## src/design/bump_allocator_with_free_list_macros.svh

```systemverilog
// Assertion macros for the allocator
`ifndef BUMP_ALLOCATOR_WITH_FREE_LIST_MACROS_SVH
`define BUMP_ALLOCATOR_WITH_FREE_LIST_MACROS_SVH
`ifndef SYNTH
`define BA_ASSERT(lbl, clk, rst_n, prop) \
    lbl: assert property (@(posedge clk) disable iff (!rst_n) prop) else $error("assertion failed");
`define BA_ASSERT_NR(lbl, clk, prop) \
    lbl: assert property (@(posedge clk) prop) else $error("assertion failed");
`else
`define BA_ASSERT(lbl, clk, rst_n, prop)
`define BA_ASSERT_NR(lbl, clk, prop)
`endif
`endif

```

## src/design/bafl_pkg.sv

```systemverilog
`timescale 1ns / 1ps
`default_nettype none
package bafl_pkg;
    localparam int ADDR_W = 48;
    localparam int SIZE_W = 33;
    localparam int REQ_W  = 32;

    localparam logic [2:0] ST_OK        = 3'd0;
    localparam logic [2:0] ST_ZERO_SIZE = 3'd1;
    localparam logic [2:0] ST_NO_MEM    = 3'd2;
    localparam logic [2:0] ST_BAD_FREE  = 3'd3;
    localparam logic [2:0] ST_LIST_FULL = 3'd4;

    localparam logic OP_ALLOC = 1'b0;
    localparam logic OP_FREE  = 1'b1;

    localparam logic [0:0] REG_HEAP_BASE  = 1'b0;
    localparam logic [0:0] REG_HEAP_BYTES = 1'b1;

    localparam logic [ADDR_W-1:0] HEAP_BASE_RST  = 48'h0600_0000_0000;
    localparam logic [SIZE_W-1:0] HEAP_BYTES_RST = 33'h1_0000_0000;

    // cell control: clear, shift-left from a match point, or append at the tail
    typedef struct packed {
        logic                  clear;
        logic                  remove;
        logic                  append;
        logic [SIZE_W-1:0]     size;
        logic [ADDR_W-1:0]     addr;
        logic [3:0]            align;
    } t_cell_ctl;
endpackage
`default_nettype wire

```

## src/design/bafl_cell.sv

```systemverilog
`timescale 1ns / 1ps
`default_nettype none
// One free-list slot. Holds an entry, compares against the request, and
// shifts in its right neighbor's entry when a slot at or left of it is removed.
module bafl_cell (
    input  wire logic                        i_clk,
    input  wire logic                        i_rst_n,
    input  wire bafl_pkg::t_cell_ctl         i_ctl,
    input  wire logic                        i_is_tail,   // slot index == count
    input  wire logic                        i_remove_here_or_left,
    input  wire logic                        i_nb_valid,
    input  wire logic [bafl_pkg::SIZE_W-1:0] i_nb_size,
    input  wire logic [bafl_pkg::ADDR_W-1:0] i_nb_addr,
    output logic                             o_valid,
    output logic [bafl_pkg::SIZE_W-1:0]      o_size,
    output logic [bafl_pkg::ADDR_W-1:0]      o_addr,
    output logic                             o_match
);
    import bafl_pkg::*;
    logic [ADDR_W-1:0] w_mask;

    always_comb begin
        w_mask  = (ADDR_W'(1) << i_ctl.align) - ADDR_W'(1);
        o_match = o_valid && (o_size == i_ctl.size) && ((o_addr & w_mask) == '0);
    end

    always_ff @(posedge i_clk) begin
        if (!i_rst_n || i_ctl.clear) begin
            o_valid <= 1'b0;
        end else if (i_ctl.remove && i_remove_here_or_left) begin
            o_valid <= i_nb_valid;
            o_size  <= i_nb_size;
            o_addr  <= i_nb_addr;
        end else if (i_ctl.append && i_is_tail) begin
            o_valid <= 1'b1;
            o_size  <= i_ctl.size;
            o_addr  <= i_ctl.addr;
        end
    end
endmodule
`default_nettype wire

```

## config.mk

```make
export PLATFORM = sky130hd
export DESIGN_NAME = bafl_cell
export DESIGN_NICKNAME = d
export VERILOG_FILES = /design/src/design/bump_allocator_with_free_list_macros.svh /design/src/design/bafl_pkg.sv /design/src/design/bafl_cell.sv
export SDC_FILE = /design/constraint.sdc
export NUM_CORES = 1
export LEC_CHECK = 0
export BUFFER_PORTS_ARGS = -buffer_cell sky130_fd_sc_hd__clkbuf_2
export CORE_UTILIZATION = 30
export DETAILED_ROUTE_END_ITERATION = 6
export PLACE_DENSITY = 0.61
export SETUP_SLACK_MARGIN = 0.02
export SYNTH_ARGS = -nofsm -noshare
export SYNTH_HDL_FRONTEND = slang
export SYNTH_SLANG_ARGS = --single-unit
```

## constraint.sdc

```tcl
create_clock -name i_clk -period 8.3 [get_ports i_clk]
set_input_delay 0.83 -clock i_clk [delete_from_list [all_inputs] [get_ports i_clk]]
set_output_delay 0.83 -clock i_clk [all_outputs]
set_load 0.02 [all_outputs]
```

## Word-level counts from Yosys, hierarchy flattened

Index checks and enable logic that the tools add are counted.

- Register bits after elaboration: 82
- Word-level logic and storage cells: 23

- $add $sub $neg: 1
- Equality and inequality tests: 1
- Shift-type cells: 1
- Mux-type cells: 6
- Bitwise gates (word level): 2
- Reductions and logical operators: 9

Operator list:

| kind | count |
|---|---|
| 2-to-1 mux 48 bit | 2 |
| 2-to-1 mux 33 bit | 2 |
| AND 48 bit | 1 |
| logical NOT 48 bit | 1 |
| << shifter 1 x 4 -> 48 bit (first input constant) | 1 |
| subtractor 48 x 2 -> 48 bit (second input constant) | 1 |
| equality test 33 bit | 1 |
| logical AND 1 bit | 4 |
| 2-to-1 mux 1 bit | 2 |
| AND reduction 2 bit | 1 |
| nonzero test 2 bit | 1 |
| logical NOT 1 bit | 1 |
| logical OR 1 bit | 1 |
| NOT 1 bit | 1 |

## Depth between registers and ports, before layout

- Depth in word-level cells: 5
- Mapped depth: 11
- Gate-level depth less buffers: 8

## Least setup slack after synthesis

Ideal clock, no wire load.

- Path type: input to register
- From: in i_ctl[86] (netlist name)
- To: reg o_addr[0] (netlist name) (enable)
- Setup time: 0.548 ns
- Data arrival time: 5.207 ns
- Required time: 7.752 ns
- Setup slack: 2.546 ns
- Cell stages on the path: 4
- Path buffers: 2
- Path through: nand2_1 clkbuf_1 buf_2 a21oi_1

- Word-level cells in the longest chain between the ends: 3

Ends and longest elaborated chain:

| item | RTL line | text |
|---|---|---|
| from (decl) | bafl_cell.sv:8 | `input wire bafl_pkg::t_cell_ctl i_ctl,` |
| logical AND 1 bit | bafl_cell.sv:30 | `end else if (i_ctl.remove && i_remove_here_or_left) begin` |
| nonzero test 2 bit (no line) | - |  |
| AND reduction 2 bit (no line) | - |  |
| to (signal assigned) | bafl_cell.sv:33 | `o_addr <= i_nb_addr;` |
| to (signal assigned) | bafl_cell.sv:37 | `o_addr <= i_ctl.addr;` |
| to (decl) | bafl_cell.sv:16 | `output logic [bafl_pkg::ADDR_W-1:0] o_addr,` |

Every way passes these cells.
A chain may end at the register's enable or synchronous reset.

## Final worst setup path

- From: in i_ctl[1] (netlist name)
- To: out o_match

- Word-level cells in the longest chain between the ends: 5

Ends and longest elaborated chain:

| item | RTL line | text |
|---|---|---|
| << shifter 1 x 4 -> 48 bit | bafl_cell.sv:23 | `w_mask = (ADDR_W'(1) << i_ctl.align) - ADDR_W'(1);` |
| subtractor 48 x 2 -> 48 bit | bafl_cell.sv:23 |  |
| AND 48 bit | bafl_cell.sv:24 | `o_match = o_valid && (o_size == i_ctl.size) && ((o_addr & w_mask) == '0);` |
| logical NOT 48 bit | bafl_cell.sv:24 |  |
| logical AND 1 bit | bafl_cell.sv:24 |  |
| to (decl) | bafl_cell.sv:17 | `output logic o_match` |

Every way passes these cells.

==> flow_summary.toml <==
[route]
drt_pass1_iterations = 4
drc = 0
num_vias = 3377
drt-vias-per-instance = 4.62
avgRoutedWirePerCell_um = 15.8
drt_iter0_drc = 139
antenna_left = 0
wirelength_um = 11500

[cells_and_area]
fillCellCount = 1319
regArea_um2 = 2450
fin_nets = 722
areaGrowthSynthToFinish_pct = 42.8
drive_above_1_share_pct = 65.7
multi_input_area_um2 = 1720
fin_area_um2 = 6080
n_antenna_cell = 0

[grt]
grt_first_pass_wirelength_um = 17300
grt_max_degree = 82
antenna_found_initial = 0
grt_pass1_vias = 3353
grt_usage_pct = 15.8
gr-total-overflow = 0

[critical_path]
timing.rr.end = "o_valid"
crit_arrival_ns = 3.30
reg2regPathDepth = 2
path_cells = "clkbuf_2, nor2_2, nand3b_1, ha_1, or3b_2, o31ai_1, a311oi_1, o211ai_1, a2111oi_2, clkbuf_2"
cp_num_buf_inv = 2
r2r-start = "o_valid"
critPathCaptureType = "output port"
critical_path.startpoint = "i_ctl[1]"
critical_path_class = "input port to output port"
endpoint = "o_match"
rrSetupSlack_ns = 7.55
crit_required_ns = 7.47
critPathMostFrequentCell = "clkbuf_2"
cp_top_family = "compound AO/OA/AOI/OAI gates"
cp_slowest_cell = "a2111oi_2"
crit_fanout = 15
cp_slowest_stage_delay_ns = 0.38
cp.depth = 10
start_kind = "input port"

[pwr]
netSwitchingPower_uw = 268
power.internal_uw = 896
total_power_uw = 1160
combinationalPowerShare_pct = 15.2
leakagePower_uw = 0.00257
p_clk_share_pct = 42.1
pwr_density_cell_nw_per_um2 = 191
switching_share_pct = 23.0
power_frac_seq_pct = 42.7
ir_drop_uv = 106

[floorplanning]
die_w_um = 121
dieArea_um2 = 14700
placementRows = 43
pin_count = 257
core_um2 = 13900
start_util_pct = 30.7
die_h_um = 121

[yosys]
synth_top_cell_area_share_pct = 57.1
yosysTopAreaCell = "edfxtp_1"
yosysWarnings = 0
async_flop_share_pct = 0
synthDistinctLibCells = 41
syn_area_per_cell_um2 = 14.6
ys_ff_latch = 82
synth-edff-count = 81
syn_area_um2 = 4260
synthTopCellsByArea = "edfxtp_1, mux2_2, xnor2_1"
ys.flop_type = "edfxtp_1"
ys_seq_area_share_pct = 57.6
syn_inst = 292
synth_nets = 468

[outcome]
status = "complete, no violations"

[place]
placed_area_um2 = 5720
gp_congestion = 0.857
port-buffer-count = 256
place_ws_ns = 4.18
hpwl_um = 9120

[clock_tree]
ctsResizeCount = 0
h-tree-depth = 3
post-cts-setup-buffers = 0
clkTransAtPathRegs_ns = 0.06
cts.sinks = 82
clk_latency_ns = 0.33
cts_tree = "yes"
cts_hold_buffers = 0
cts_root_buffer = "clkbuf_16"
numCtsBuffers = 9
ctsLongestPathBuffers = 2

[timing]
max_slew.worst_pin.slew_ns = 1.08
rsz0062_at_grt = "no"
clock_skew_ns = 0
fin_ws_ns = 4.17
tns_ns = 0
slew-limit-headroom_pct = 28.2
period_needed_ns = 4.13
setup_viol = 0
period_share_pct = 49.7
final_max_slew_viol_count = 0
fmax_mhz = 242
hold_viol_final = 0

[worst_hold_path]
hold_path_startpoint = "o_valid"
hold_path_class = "flip-flop to flip-flop"

[run]
maxCapViolations = 0
kinds of logic after synthesis:
group	synth area share [%]
adders and majority gates	0.588
and+or+nand+nor	5.29
buffers and inverters	2.38
DFF	57.6
xor gates and xnor gates	7.20
AOI/OAI and AO/OA	5.52
muxes	21.4
power groups by stage:
stage	clock [µW]	sequential [µW]	combinational, µW
detailed placement	0	506	180
CTS	505	497	181
global placement	0	506	177
finish	489	497	177
global route	519	499	193
floorplan	0	532	73.8
worst reg2reg max path, stage by stage, from the launching register on:
cell,delay (ns)
dfxtp_1,0.38
a21oi_1,0.06
a211oi_1,0.22
per-layer routing:
metal  up-vias  GRT usage (%)  routed length (µm)  share of wire (%)
met5         -              0                   0                  0
met4         0           6.48                 242                2.1
met3        13           4.42                 811                7.0
met2       148           26.4                5780                 50
met1      1572           19.1                4710                 41
li1       1644              -                   -                  -
flip-flops by register name, indices dropped and copies added (netlist names):
| name | count |
|---|---|
| o_addr | 48 |
| o_size | 33 |
| o_valid | 1 |
cell usage after synthesis (2+ instances only):
master and number:
a2111oi_2 2, a21o_1 3, a21oi_1 6, buf_2 9, buf_4 2, clkbuf_1 3, edfxtp_1 81, ha_1 2
inv_1 5, mux2_2 81, nand2_1 8, nand2b_1 3, nand3_1 2, nand4_1 11, nor2_1 5, nor3_1 2
nor4_1 5, o2111ai_1 2, o211ai_1 3, o21ai_0 3, xnor2_1 30, xor2_1 5
per-stage QoR:
stage / utilization [%] / cells / hold WS, ns
2_1_floorplan: - / 292 / 0.612
3_3_place_gp: 41.2 / 715 / 0.605
3_5_place_dp: 41.2 / 715 / 0.583
4_1_cts: 43.8 / 731 / 0.604
5_1_grt: 43.8 / 731 / 0.612
6_report: 43.8 / 731 / 0.584
cell type report:
type	count	area share (%)
multi-input combinational	190	28.3
sequential	82	40.3
timing repair buffer	258	21.3
tap	180	3.70
clock buffer	9	3.70
clock inverter	7	2.32
inverter	5	0.309
layout by cell type, fill, tap and decap left out, drive strengths merged, types with 5 or more instances in the layout:
master  Yosys  routed
nand2       8       8
xnor2      30      30
edfxtp     81      81
nand4      11      11
clkbuf      3     265
xor2        5       5
inv         5       5
a21oi       6       6
nor4        5       5
nor2        6       6
mux2       81      81
how the worst min path moves through the flow:
stage                         end  slack (ns)  depth (start not counted)
final                     o_valid        0.58                          2
after global placement    o_valid        0.61                          2
after floorplan           o_valid        0.61                          2
after global routing      o_valid        0.61                          2
after CTS                 o_valid        0.60                          2
after detailed placement  o_valid        0.58                          2
Power figures use the tool's default switching activity.
